<file path="src/sv/esn_pkg.sv">
// Shared types, codes and helper functions of the echo state reservoir step.
// Used by every module in this folder.
package esn_pkg;

  localparam int ROW_W = 6;   // neuron index, sized for the largest reservoir
  localparam int CNT_W = 7;   // counts up to and including the reservoir size
  localparam int COL_W = 7;   // weight column, sized for the widest weight row
  localparam int ACC_W = 64;

  localparam logic [1:0] OP_WEIGHT  = 2'd0;
  localparam logic [1:0] OP_CONC    = 2'd1;
  localparam logic [1:0] OP_SAMPLE  = 2'd2;
  localparam logic [1:0] OP_RESTART = 2'd3;

  localparam logic [2:0] REG_BIAS_SCALE  = 3'd0;
  localparam logic [2:0] REG_INPUT_SCALE = 3'd1;
  localparam logic [2:0] REG_INIT_STATE  = 3'd2;
  localparam logic [2:0] REG_WASHOUT     = 3'd3;
  localparam logic [2:0] REG_INPUT_COUNT = 3'd4;
  localparam logic [2:0] REG_NEURON_CNT  = 3'd5;

  localparam logic [1:0] SRC_SAMPLE = 2'd0;
  localparam logic [1:0] SRC_BIAS   = 2'd1;
  localparam logic [1:0] SRC_STATE  = 2'd2;

  localparam logic MEM_WEIGHT = 1'b0;
  localparam logic MEM_CONC   = 1'b1;

  typedef struct packed {
    logic [1:0]         opcode;
    logic [4:0]         row_index;
    logic [5:0]         column_index;
    logic signed [15:0] data_word;
  } in_item_t;

  typedef struct packed {
    logic [4:0]         neuron_index;
    logic signed [15:0] reservoir_value;
    logic signed [15:0] projected_value;
    logic               projection_applied;
    logic               last_neuron;
  } out_item_t;

  typedef struct packed {
    logic             wr_weight;
    logic             wr_conc;
    logic             wr_sample;
    logic             restart;
    logic             start;
    logic             issue;
    logic             first;
    logic             mem_sel;
    logic [1:0]       src;
    logic [ROW_W-1:0] row;
    logic [COL_W-1:0] col;
    logic [ROW_W-1:0] opk;
    logic             scale_lo;
    logic             scale_hi;
    logic             scale_sum;
    logic             fin;
    logic             tanh1;
    logic             tanh2;
    logic             tanh3;
    logic             commit;
    logic             cap_res;
    logic             proj_rnd;
    logic             proj_pass;
    logic             emit;
    logic             last;
    logic             step_done;
  } cmd_t;

  typedef struct packed {
    logic             busy;
    logic             out_free;
    logic [3:0]       ni;
    logic [CNT_W-1:0] n;
    logic             applied;
  } status_t;

  // tanh at steps of 0.25, scaled by 65536.
  function automatic logic [16:0] tanh_tab(input logic [4:0] s);
    logic [16:0] v;
    unique case (s)
      5'd0:  v = 17'd0;
      5'd1:  v = 17'd16051;
      5'd2:  v = 17'd30285;
      5'd3:  v = 17'd41625;
      5'd4:  v = 17'd49911;
      5'd5:  v = 17'd55593;
      5'd6:  v = 17'd59320;
      5'd7:  v = 17'd61694;
      5'd8:  v = 17'd63179;
      5'd9:  v = 17'd64096;
      5'd10: v = 17'd64659;
      5'd11: v = 17'd65000;
      5'd12: v = 17'd65212;
      5'd13: v = 17'd65339;
      5'd14: v = 17'd65417;
      5'd15: v = 17'd65464;
      5'd16: v = 17'd65492;
      default: v = 17'd0;
    endcase
    return v;
  endfunction

  function automatic logic signed [15:0] sat16(input logic signed [ACC_W-1:0] v);
    logic signed [15:0] r;
    if (v > 64'sd32767) r = 16'sh7FFF;
    else if (v < -64'sd32768) r = 16'sh8000;
    else r = v[15:0];
    return r;
  endfunction

endpackage

</file>
<file path="src/sv/esn_ctrl.sv">
// Sequencer of the reservoir step: decodes items and drives the datapath.
// Depends on esn_pkg.
module esn_ctrl #(
  parameter int MAX_INPUTS = 4
) (
  input  logic              clk,
  input  logic              rst,
  input  logic              in_valid,
  output logic              in_ready,
  input  esn_pkg::in_item_t in_item,
  input  esn_pkg::status_t  sts,
  output esn_pkg::cmd_t     cmd
);

  localparam logic [4:0] S_IDLE    = 5'd0;
  localparam logic [4:0] S_INNER   = 5'd1;
  localparam logic [4:0] S_INNER_W = 5'd2;
  localparam logic [4:0] S_SCL_LO  = 5'd3;
  localparam logic [4:0] S_SCL_HI  = 5'd4;
  localparam logic [4:0] S_SCL_SUM = 5'd5;
  localparam logic [4:0] S_MAIN    = 5'd6;
  localparam logic [4:0] S_MAIN_W  = 5'd7;
  localparam logic [4:0] S_FIN     = 5'd8;
  localparam logic [4:0] S_T1      = 5'd9;
  localparam logic [4:0] S_T2      = 5'd10;
  localparam logic [4:0] S_T3      = 5'd11;
  localparam logic [4:0] S_COMMIT  = 5'd12;
  localparam logic [4:0] S_CAP     = 5'd13;
  localparam logic [4:0] S_CONC    = 5'd14;
  localparam logic [4:0] S_CONC_W  = 5'd15;
  localparam logic [4:0] S_PRND    = 5'd16;
  localparam logic [4:0] S_PASS    = 5'd17;
  localparam logic [4:0] S_EMIT    = 5'd18;

  logic [4:0] state, state_next;
  logic [esn_pkg::CNT_W-1:0] i, i_next, k, k_next;
  logic [esn_pkg::CNT_W-1:0] ni_c;
  logic accept, trigger;

  assign ni_c = esn_pkg::CNT_W'(sts.ni);
  assign in_ready = (state == S_IDLE);
  assign accept = in_valid && in_ready;
  assign trigger = (in_item.opcode == esn_pkg::OP_SAMPLE) &&
                   (esn_pkg::CNT_W'(in_item.column_index) == ni_c - 1'b1);

  always_ff @(posedge clk) begin
    if (rst) begin
      state <= S_IDLE;
      i <= '0;
      k <= '0;
    end else begin
      state <= state_next;
      i <= i_next;
      k <= k_next;
    end
  end

  always_comb begin
    state_next = state;
    i_next = i;
    k_next = k;
    cmd = '0;
    cmd.row = esn_pkg::ROW_W'(i);
    cmd.opk = esn_pkg::ROW_W'(k);
    unique case (state)
      S_IDLE: begin
        if (accept) begin
          unique case (in_item.opcode)
            esn_pkg::OP_WEIGHT:  cmd.wr_weight = 1'b1;
            esn_pkg::OP_CONC:    cmd.wr_conc = 1'b1;
            esn_pkg::OP_RESTART: cmd.restart = 1'b1;
            esn_pkg::OP_SAMPLE: begin
              cmd.wr_sample = (esn_pkg::CNT_W'(in_item.column_index) < ni_c);
              if (trigger) begin
                cmd.start = 1'b1;
                i_next = '0;
                k_next = '0;
                state_next = S_INNER;
              end
            end
            default: ;
          endcase
        end
      end
      S_INNER: begin
        cmd.issue = 1'b1;
        cmd.first = (k == '0);
        cmd.mem_sel = esn_pkg::MEM_WEIGHT;
        cmd.src = esn_pkg::SRC_SAMPLE;
        cmd.col = esn_pkg::COL_W'(k) + 1'b1;
        k_next = k + 1'b1;
        if (k == ni_c - 1'b1) state_next = S_INNER_W;
      end
      S_INNER_W: if (!sts.busy) state_next = S_SCL_LO;
      S_SCL_LO: begin
        cmd.scale_lo = 1'b1;
        state_next = S_SCL_HI;
      end
      S_SCL_HI: begin
        cmd.scale_hi = 1'b1;
        state_next = S_SCL_SUM;
      end
      S_SCL_SUM: begin
        cmd.scale_sum = 1'b1;
        k_next = '0;
        state_next = S_MAIN;
      end
      S_MAIN: begin
        cmd.issue = 1'b1;
        cmd.mem_sel = esn_pkg::MEM_WEIGHT;
        if (k == '0) begin
          cmd.first = 1'b1;
          cmd.src = esn_pkg::SRC_BIAS;
          cmd.col = '0;
        end else begin
          cmd.src = esn_pkg::SRC_STATE;
          cmd.col = esn_pkg::COL_W'(MAX_INPUTS) + esn_pkg::COL_W'(k);
          cmd.opk = esn_pkg::ROW_W'(k - 1'b1);
        end
        k_next = k + 1'b1;
        if (k == sts.n) state_next = S_MAIN_W;
      end
      S_MAIN_W: if (!sts.busy) state_next = S_FIN;
      S_FIN: begin
        cmd.fin = 1'b1;
        state_next = S_T1;
      end
      S_T1: begin
        cmd.tanh1 = 1'b1;
        state_next = S_T2;
      end
      S_T2: begin
        cmd.tanh2 = 1'b1;
        state_next = S_T3;
      end
      S_T3: begin
        cmd.tanh3 = 1'b1;
        k_next = '0;
        if (i == sts.n - 1'b1) begin
          state_next = S_COMMIT;
        end else begin
          i_next = i + 1'b1;
          state_next = S_INNER;
        end
      end
      S_COMMIT: begin
        cmd.commit = 1'b1;
        i_next = '0;
        state_next = S_CAP;
      end
      S_CAP: begin
        cmd.cap_res = 1'b1;
        cmd.opk = esn_pkg::ROW_W'(i);
        k_next = '0;
        state_next = sts.applied ? S_CONC : S_PASS;
      end
      S_CONC: begin
        cmd.issue = 1'b1;
        cmd.first = (k == '0);
        cmd.mem_sel = esn_pkg::MEM_CONC;
        cmd.src = esn_pkg::SRC_STATE;
        cmd.col = esn_pkg::COL_W'(k);
        k_next = k + 1'b1;
        if (k == sts.n - 1'b1) state_next = S_CONC_W;
      end
      S_CONC_W: if (!sts.busy) state_next = S_PRND;
      S_PRND: begin
        cmd.proj_rnd = 1'b1;
        state_next = S_EMIT;
      end
      S_PASS: begin
        cmd.proj_pass = 1'b1;
        state_next = S_EMIT;
      end
      S_EMIT: begin
        if (sts.out_free) begin
          cmd.emit = 1'b1;
          cmd.last = (i == sts.n - 1'b1);
          if (cmd.last) begin
            cmd.step_done = 1'b1;
            state_next = S_IDLE;
          end else begin
            i_next = i + 1'b1;
            state_next = S_CAP;
          end
        end
      end
      default: state_next = S_IDLE;
    endcase
  end

  a_emit_free: assert property (@(posedge clk) disable iff (rst)
    cmd.emit |-> sts.out_free) else $error("result written over a waiting one");
  a_fin_settled: assert property (@(posedge clk) disable iff (rst)
    (state == S_FIN || state == S_PRND || state == S_SCL_LO) |-> !sts.busy)
    else $error("accumulator read while products are in flight");
  a_trigger: assert property (@(posedge clk) disable iff (rst)
    (accept && trigger) |=> (state == S_INNER && i == '0))
    else $error("final sample element did not start a step");

endmodule

</file>
<file path="config.mk">
export PLATFORM = sky130hd
export DESIGN_NAME = esn_ctrl
export DESIGN_NICKNAME = d
export VERILOG_FILES = /design/src/sv/esn_pkg.sv /design/src/sv/esn_ctrl.sv
export SDC_FILE = /design/constraint.sdc
export NUM_CORES = 1
export LEC_CHECK = 0
export ABC_AREA = 0
export BUFFER_PORTS_ARGS = -buffer_cell sky130_fd_sc_hd__buf_4
export CORE_ASPECT_RATIO = 0.6
export CORE_MARGIN = 4
export CORE_UTILIZATION = 27
export CTS_CLUSTER_DIAMETER = 80
export CTS_CLUSTER_SIZE = 30
export DETAILED_ROUTE_END_ITERATION = 10
export GPL_TIMING_DRIVEN = 0
export SLEW_MARGIN = 0
export SYNTH_ARGS = -nofsm -noshare
export SYNTH_HDL_FRONTEND = slang
export SYNTH_SLANG_ARGS = --single-unit
export TNS_END_PERCENT = 1
</file>
<file path="constraint.sdc">
create_clock -name clk -period 2.2 [get_ports clk]
set_clock_uncertainty 0.05 [all_clocks]
set_input_delay 0.11 -clock clk [delete_from_list [all_inputs] [get_ports clk]]
set_output_delay 0.11 -clock clk [all_outputs]
set_load 0.01 [all_outputs]
</file>
==> out/qor_table.md, run 1 <==
| Item | Reported |
|:---|:---|
| Area of the core | 8783 sq um |
| Layout area overhead | 48.04% |
| Crit share post-route | 101.7% |
| Post-Synthesis Mean Instance Area | 6.984 sq um |
| Global-route wire length before repair | 14.70 mm |
| Unrepaired setup endpoints after global routing | true |
| DP Area | 3164 sq um |
| Largest buffer count on any clock path | 2 |
| Sequential cell area in the final layout | 399.1 sq um |
| Floorplan die width | 132.8 microns |
| Setup Crit Path Kind | reg2out |
| Worst Setup Start Kind | register |
| Leading post-synthesis cells by cell area | sky130_fd_sc_hd__dfxtp_1 (15%), sky130_fd_sc_hd__ha_1 (6.0%), sky130_fd_sc_hd__a21oi_1 (5.8%), sky130_fd_sc_hd__nand2_1 (5.1%), sky130_fd_sc_hd__xnor2_1 (4.9%) |
| Violated checks | setup timing |
| Arrival time reported for the critical path endpoint | 2.08 ns |
| Worst slack, placed | -0.5511 ns |
| Number of storage elements in the synthesis netlist | 19 |
| Placed Cells | 540 |
| EDFF count, synth | 0 |
| Final hold violation count | 0 |
| Sequential cell area fraction in the yosys report | 15.09% |
| Critical path capture point type | primary output |
| Multi-input gate area | 2188 sq um |
| Final net count | 502 |
| Warnings from Yosys | 0 |
| Clock transition at the registers of the reported paths | 0.06 ns |
| Standard-cell row count | 26 |
| Mapped Cells | 361 |
| Most frequent cell after synthesis | sky130_fd_sc_hd__nand2_1 |
| Routed WL per cell | 16.67 microns |
| Required arrival time at the worst endpoint | 2.04 ns |
| H-tree level count | 1 |
| Setup violation total in the final timing report | 5 |
| Die area | 11,000 sq um |
| Worst hold slack after final layout | 0.1659 ns |
| Met1 Resource Use GR | 23.51% |
| Top post-synthesis cells by count | sky130_fd_sc_hd__nand2_1 (34), sky130_fd_sc_hd__a21oi_1 (29), sky130_fd_sc_hd__nor2_1 (26) |
| Vias per Instance | 5.470 |
| Achievable clock frequency | 0.4471 GHz |
| Post-route worst setup slack | -0.03685 ns |
| Iteration-0 DRC Markers | 374 |
| Largest net degree at the start of global routing | 13 |
| Total power density per cell area | 688.2 nW/um^2 |
| Cell area after technology mapping | 2521 sq um |
| GRT Max-Usage Layer | met2 |
| Count of placed standard cells in the final layout, fillers left out | 555 |
| DRC | 0 |
| CTS tree | done |
| Actual transition at the worst max-transition pin | 0.5652 ns |
| Asr flop ratio synth | 0% |
| Worst Hold Class | in2reg |
| IO Pins | 90 |
| Relative max-transition margin | 62.32% |
| Initial core utilization | 28.70% |
| TritonCTS Buffers | 3 |
| Aggregate negative setup slack | -0.04930 ns |
| Overall routing resource usage | 15.70% |
| Layout cell share with drive strength beyond 1 | 39.28% |
| Met3 track demand over resource in global routing | 3.502% |
| Die Height | 82.85 microns |
| Diode count | 0 |
| Via Count | 3,036 |
| Primary FF master, synth | sky130_fd_sc_hd__dfxtp_1 |
| Mapped Nets | 419 |
| Worst VDD drop | 345.7 uV |
| Number of sinks on the clock net | 19 |
| Worst skew pair latency | 0.25 ns |
| Fillers | 906 |
| Detailed-router iteration count before antenna repair | 5 |
| WL final | 9.250 mm |
| Number of I/O port buffers | 67 |
| Vias in the first global route | 2,859 |
| Routability Congestion | 0.9185 |
| Leakage power of the design | 1.556 nW |
| Antenna violations before repair | 0 |
| Cell area after layout | 3732 sq um |
| Total congestion overflow after global routing | 0 |
| Result of the run | complete, but fails checks |
| Min cycle time layout | 2.237 ns |
| Global routing met2 resource utilization | 23.88% |
| Number of unique standard cell types used by synthesis | 62 |
| Buffer cell driving the clock tree root | sky130_fd_sc_hd__clkbuf_16 |
| Max-Cap Viols | 0 |
| Yosys top cell by area | sky130_fd_sc_hd__dfxtp_1 |
| Crit Path Max Fanout | 5 |
| Final ANT Viol Nets | 0 |
| Final Max Tran Viols | 0 |
| HPWL reported at the end of detailed placement | 7.115 mm |
| Fraction of post-synthesis cell area in the top cell type by area | 15.09% |
[stage by stage]
stage / utilization (%) / total power [W]
final: 42.49 / 0.002569
after global placement: 36.03 / 0.001720
after floorplan: - / 0.001309
after global routing: 42.49 / 0.002737
after detailed placement: 36.03 / 0.001750
after CTS: 39.52 / 0.002302
[flip-flops by register name, summed over array words and instances (netlist names)]
signal	flops
i	7
k	7
state	5
[critical path, stage by stage (launching register included)]
cell and delay [ns]:
sky130_fd_sc_hd__dfxtp_4 0.35, sky130_fd_sc_hd__buf_8 0.12, sky130_fd_sc_hd__or2_4 0.26, sky130_fd_sc_hd__nor3_4 0.25
sky130_fd_sc_hd__nand2_2 0.15, sky130_fd_sc_hd__buf_8 0.17, sky130_fd_sc_hd__o211ai_1 0.20, sky130_fd_sc_hd__o311ai_2 0.14
sky130_fd_sc_hd__buf_4 0.17
[kinds of logic after synthesis]
| logic type | Yosys count | synth area share, % |
|---|---|---|
| and+or+nand+nor | 148 | 31.71 |
| adders and majority gates | 12 | 5.955 |
| DFF | 19 | 15.09 |
| AOI/OAI and AO/OA | 101 | 26.60 |
| muxes | 4 | 1.687 |
| xor gates and xnor gates | 29 | 10.67 |
| buffers and inverters | 48 | 8.288 |
[timing repair]
item / 4_1_cts / 5_1_grt
pin swaps: 7 / 18
hold buffers: 1 / 0
gates cloned: 0 / 1
setup buffers: 4 / 10
endpoints found under the hold margin: 1 / 0
setup endpoints to repair: 37 / 34
gates resized for setup: 53 / 51
[final cells by class]
cell class	instances	area share, %
multi-input combinational	294	58.63
timing repair buffer	83	17.77
sequential	19	10.69
buffer	25	4.894
tap	112	3.755
inverter	18	2.045
clock buffer	3	2.011
clock inverter	1	0.2011
[placed cells by master (no fill, tap or decap), types with 6 or more instances in the layout]
master,count
sky130_fd_sc_hd__xor2_1,13
sky130_fd_sc_hd__dfxtp_1,10
sky130_fd_sc_hd__a211oi_1,6
sky130_fd_sc_hd__a21oi_1,22
sky130_fd_sc_hd__nand3_1,13
sky130_fd_sc_hd__a21oi_2,6
sky130_fd_sc_hd__dfxtp_2,6
sky130_fd_sc_hd__ha_1,10
sky130_fd_sc_hd__inv_1,13
sky130_fd_sc_hd__buf_4,86
sky130_fd_sc_hd__o31ai_1,6
sky130_fd_sc_hd__nor2_1,25
sky130_fd_sc_hd__nand2_1,30
sky130_fd_sc_hd__o21ai_0,18
sky130_fd_sc_hd__nor3_1,17
sky130_fd_sc_hd__xnor2_1,14
[power by group]
| group | switching, W | total (W) | internal, W | leakage (nW) |
|---|---|---|---|---|
| Clock | 0.000142 | 0.000388 | 0.000246 | 0.0371 |
| Sequential | 0.0000449 | 0.000427 | 0.000383 | 0.159 |
| Combinational | 0.00101 | 0.00175 | 0.000739 | 1.36 |
[worst paths after layout]
check / start / end / slack (ns) / cells past startpoint
hold / removal: sts[12] / state[4] / 0.17 / 3
hold reg to reg: i[6] / i[6] / 0.49 / 2
setup / recovery: state[0] / cmd[17] / -0.04 / 8
setup reg to reg: k[4] / k[6] / 0 / 6
[routing by layer]
metal / share of wire [%] / wire length, microns / up-vias
li1: - / - / 1474
met1: 48 / 4415 / 1438
met2: 44 / 4066 / 118
met3: 8.0 / 739 / 6
met4: 0.29 / 27 / 0
met5: 0 / 0 / -
No activity file was read; power rests on OpenSTA's default activity.
==> run 2: changes to the inputs <==
--- a/config.mk
+++ b/config.mk
@@ -8,7 +8,6 @@
 export ABC_AREA = 0
 export BUFFER_PORTS_ARGS = -buffer_cell sky130_fd_sc_hd__buf_4
 export CORE_ASPECT_RATIO = 0.6
-export CORE_MARGIN = 4
 export CORE_UTILIZATION = 27
 export CTS_CLUSTER_DIAMETER = 80
 export CTS_CLUSTER_SIZE = 30
==> out/qor_table.md, run 2 (same netlist as run 1, synthesis figures left out) <==
| Item | Reported |
|:---|:---|
| Via Count | 3,043 |
| H-tree level count | 1 |
| Worst slack, placed | -0.5175 ns |
| Achievable clock frequency | 0.4372 GHz |
| Largest buffer count on any clock path | 2 |
| Standard-cell row count | 26 |
| Total power density per cell area | 679.6 nW/um^2 |
| Max-Cap Viols | 0 |
| Worst VDD drop | 402.0 uV |
| Final ANT Viol Nets | 0 |
| Result of the run | complete, but fails checks |
| Largest net degree at the start of global routing | 13 |
| Iteration-0 DRC Markers | 319 |
| Worst-path cell with the longest stage delay | sky130_fd_sc_hd__dfxtp_2 |
| DRC | 0 |
| Die Height | 76.85 microns |
| Relative max-transition margin | 61.85% |
| Multi-input gate area | 2165 sq um |
| Crit share post-route | 104.0% |
| Min cycle time layout | 2.288 ns |
| Setup slack of the worst register-to-register path | -0.01 ns |
| Number of sinks on the clock net | 19 |
| Most prevalent standard cell on the critical path | sky130_fd_sc_hd__buf_8 |
| Bufs and invs on worst path | 3 |
| Final hold violation count | 0 |
| Antenna violations before repair | 0 |
| Hold path start | sts[12] |
| HPWL reported at the end of detailed placement | 6.875 mm |
| Worst hold slack after final layout | 0.1806 ns |
| DP Area | 3164 sq um |
| Post-route worst setup slack | -0.08752 ns |
| Worst Hold Class | in2reg |
| Most common cell after layout, fill and taps aside | sky130_fd_sc_hd__buf_4 |
| Reg2Reg Launch Point | k[2] |
| Setup violation total in the final timing report | 11 |
| Layout cell share with drive strength beyond 1 | 36.01% |
| WL final | 9.063 mm |
| Area of the core | 8783 sq um |
| Actual transition at the worst max-transition pin | 0.5722 ns |
| Diode count | 0 |
| CTS tree | done |
| Final net count | 495 |
| Worst skew pair latency | 0.25 ns |
| IO Pins | 90 |
| Most frequent cells in the layout | sky130_fd_sc_hd__buf_4 (82), sky130_fd_sc_hd__nand2_1 (32), sky130_fd_sc_hd__nor2_1 (26) |
| Vias in the first global route | 2,705 |
| Vias per Instance | 5.553 |
| Overall routing resource usage | 18.09% |
| Worst Setup Start Kind | register |
| Crit Path Max Fanout | 10 |
| Global-route wire length before repair | 14.24 mm |
| Top delay family on crit path | simple AND/OR/NAND/NOR gates |
| Reg-to-reg critical path endpoint | state[2] |
| Path depth of the worst reg2reg path | 8 |
| Required arrival time at the worst endpoint | 2.04 ns |
| Unrepaired setup endpoints after global routing | true |
| Floorplan die width | 126.8 microns |
| Highest cell delay on the worst timing path | 0.34 ns |
| Fillers | 918 |
| Number of I/O port buffers | 67 |
| Buffer cell driving the clock tree root | sky130_fd_sc_hd__clkbuf_16 |
| Detailed-router iteration count before antenna repair | 5 |
| Aggregate negative setup slack | -0.2022 ns |
| Largest registers | i x7, k x7, state x5 |
| Initial core utilization | 28.70% |
| Critical path capture point type | primary output |
| Leakage power of the design | 1.535 nW |
| Clock transition at the registers of the reported paths | 0.06 ns |
| Final Max Tran Viols | 0 |
| Arrival time reported for the critical path endpoint | 2.13 ns |
| Layout area overhead | 44.17% |
| Total congestion overflow after global routing | 0 |
| TritonCTS Buffers | 3 |
| Violated checks | setup timing |
| Routability Congestion | 0.9475 |
| Cell-by-cell trace of the critical path | buf_8 > or2_4 > nor3_4 > nand2_4 > buf_8 > o211ai_1 > o311ai_2 > buf_4 |
| Worst hold path depth | 3 |
| Post-layout power | 0.002470 W |
| WHS Endpoint | state[4] |
| Routed WL per cell | 16.54 microns |
| Setup Crit Path Kind | reg2out |
| Sequential cell area in the final layout | 391.6 sq um |
| Die area | 9741 sq um |
| Cell area after layout | 3635 sq um |
run 2: final cells by class:
type | instances | area share [%]
Buffer | 25 | 5.026
Tap cell | 112 | 3.855
Multi-Input combinational cell | 294 | 59.55
Clock inverter | 1 | 0.2065
Sequential cell | 19 | 10.77
Inverter | 18 | 2.169
Clock buffer | 3 | 2.065
Timing Repair Buffer | 76 | 16.35
run 2: what timing repair did:
action / 4_1_cts / 5_1_grt
resized for setup: 53 / 40
gates cloned: 0 / 1
endpoints found under the hold margin: 1 / 0
hold buffers: 1 / 0
pin swaps: 7 / 20
endpoints found under the setup margin: 37 / 31
setup buffers: 3 / 4
run 2: layer usage:
metal | vias up | GRT usage [%] | wire [microns]
li1 | 1461 | - | -
met1 | 1436 | 26.76 | 4298
met2 | 138 | 27.62 | 3928
met3 | 8 | 3.838 | 794
met4 | 0 | 1.310 | 42
met5 | - | 0 | 0
run 2: how the worst max path moves through the flow:
stage | endpoint | cells after the start | slack (ns) | from
global placement | state[3] | 8 | -0.51 | k[2]
floorplan | k[6] | 7 | -0.007 | in_item[27]
finish | cmd[17] | 8 | -0.09 | state[0]
CTS | i[5] | 8 | -0.04 | in_item[27]
detailed placement | state[3] | 8 | -0.52 | k[2]
global route | cmd[17] | 8 | -0.17 | state[0]
run 2: worst reg2reg max path, stage by stage (launching register included):
cell	delay (ns)
sky130_fd_sc_hd__dfxtp_1	0.36
sky130_fd_sc_hd__buf_6	0.16
sky130_fd_sc_hd__xor3_1	0.43
sky130_fd_sc_hd__nor3_2	0.11
sky130_fd_sc_hd__a31oi_1	0.14
sky130_fd_sc_hd__a211oi_2	0.37
sky130_fd_sc_hd__nand2_2	0.17
sky130_fd_sc_hd__a211oi_1	0.22
sky130_fd_sc_hd__a211oi_1	0.08
run 2: per-stage QoR:
stage	std cells	utilization (%)
floorplan	361	-
global placement	540	36.03
detailed placement	540	36.03
CTS	543	39.23
global route	548	41.38
finish	548	41.38
run 2: power by group:
group / internal, W / switching, W / leakage, nW
logic: 0.000677 / 0.000984 / 1.34
registers: 0.000379 / 0.0000470 / 0.157
clock network: 0.000246 / 0.000137 / 0.0371
total: 0.00130 / 0.00117 / 1.53
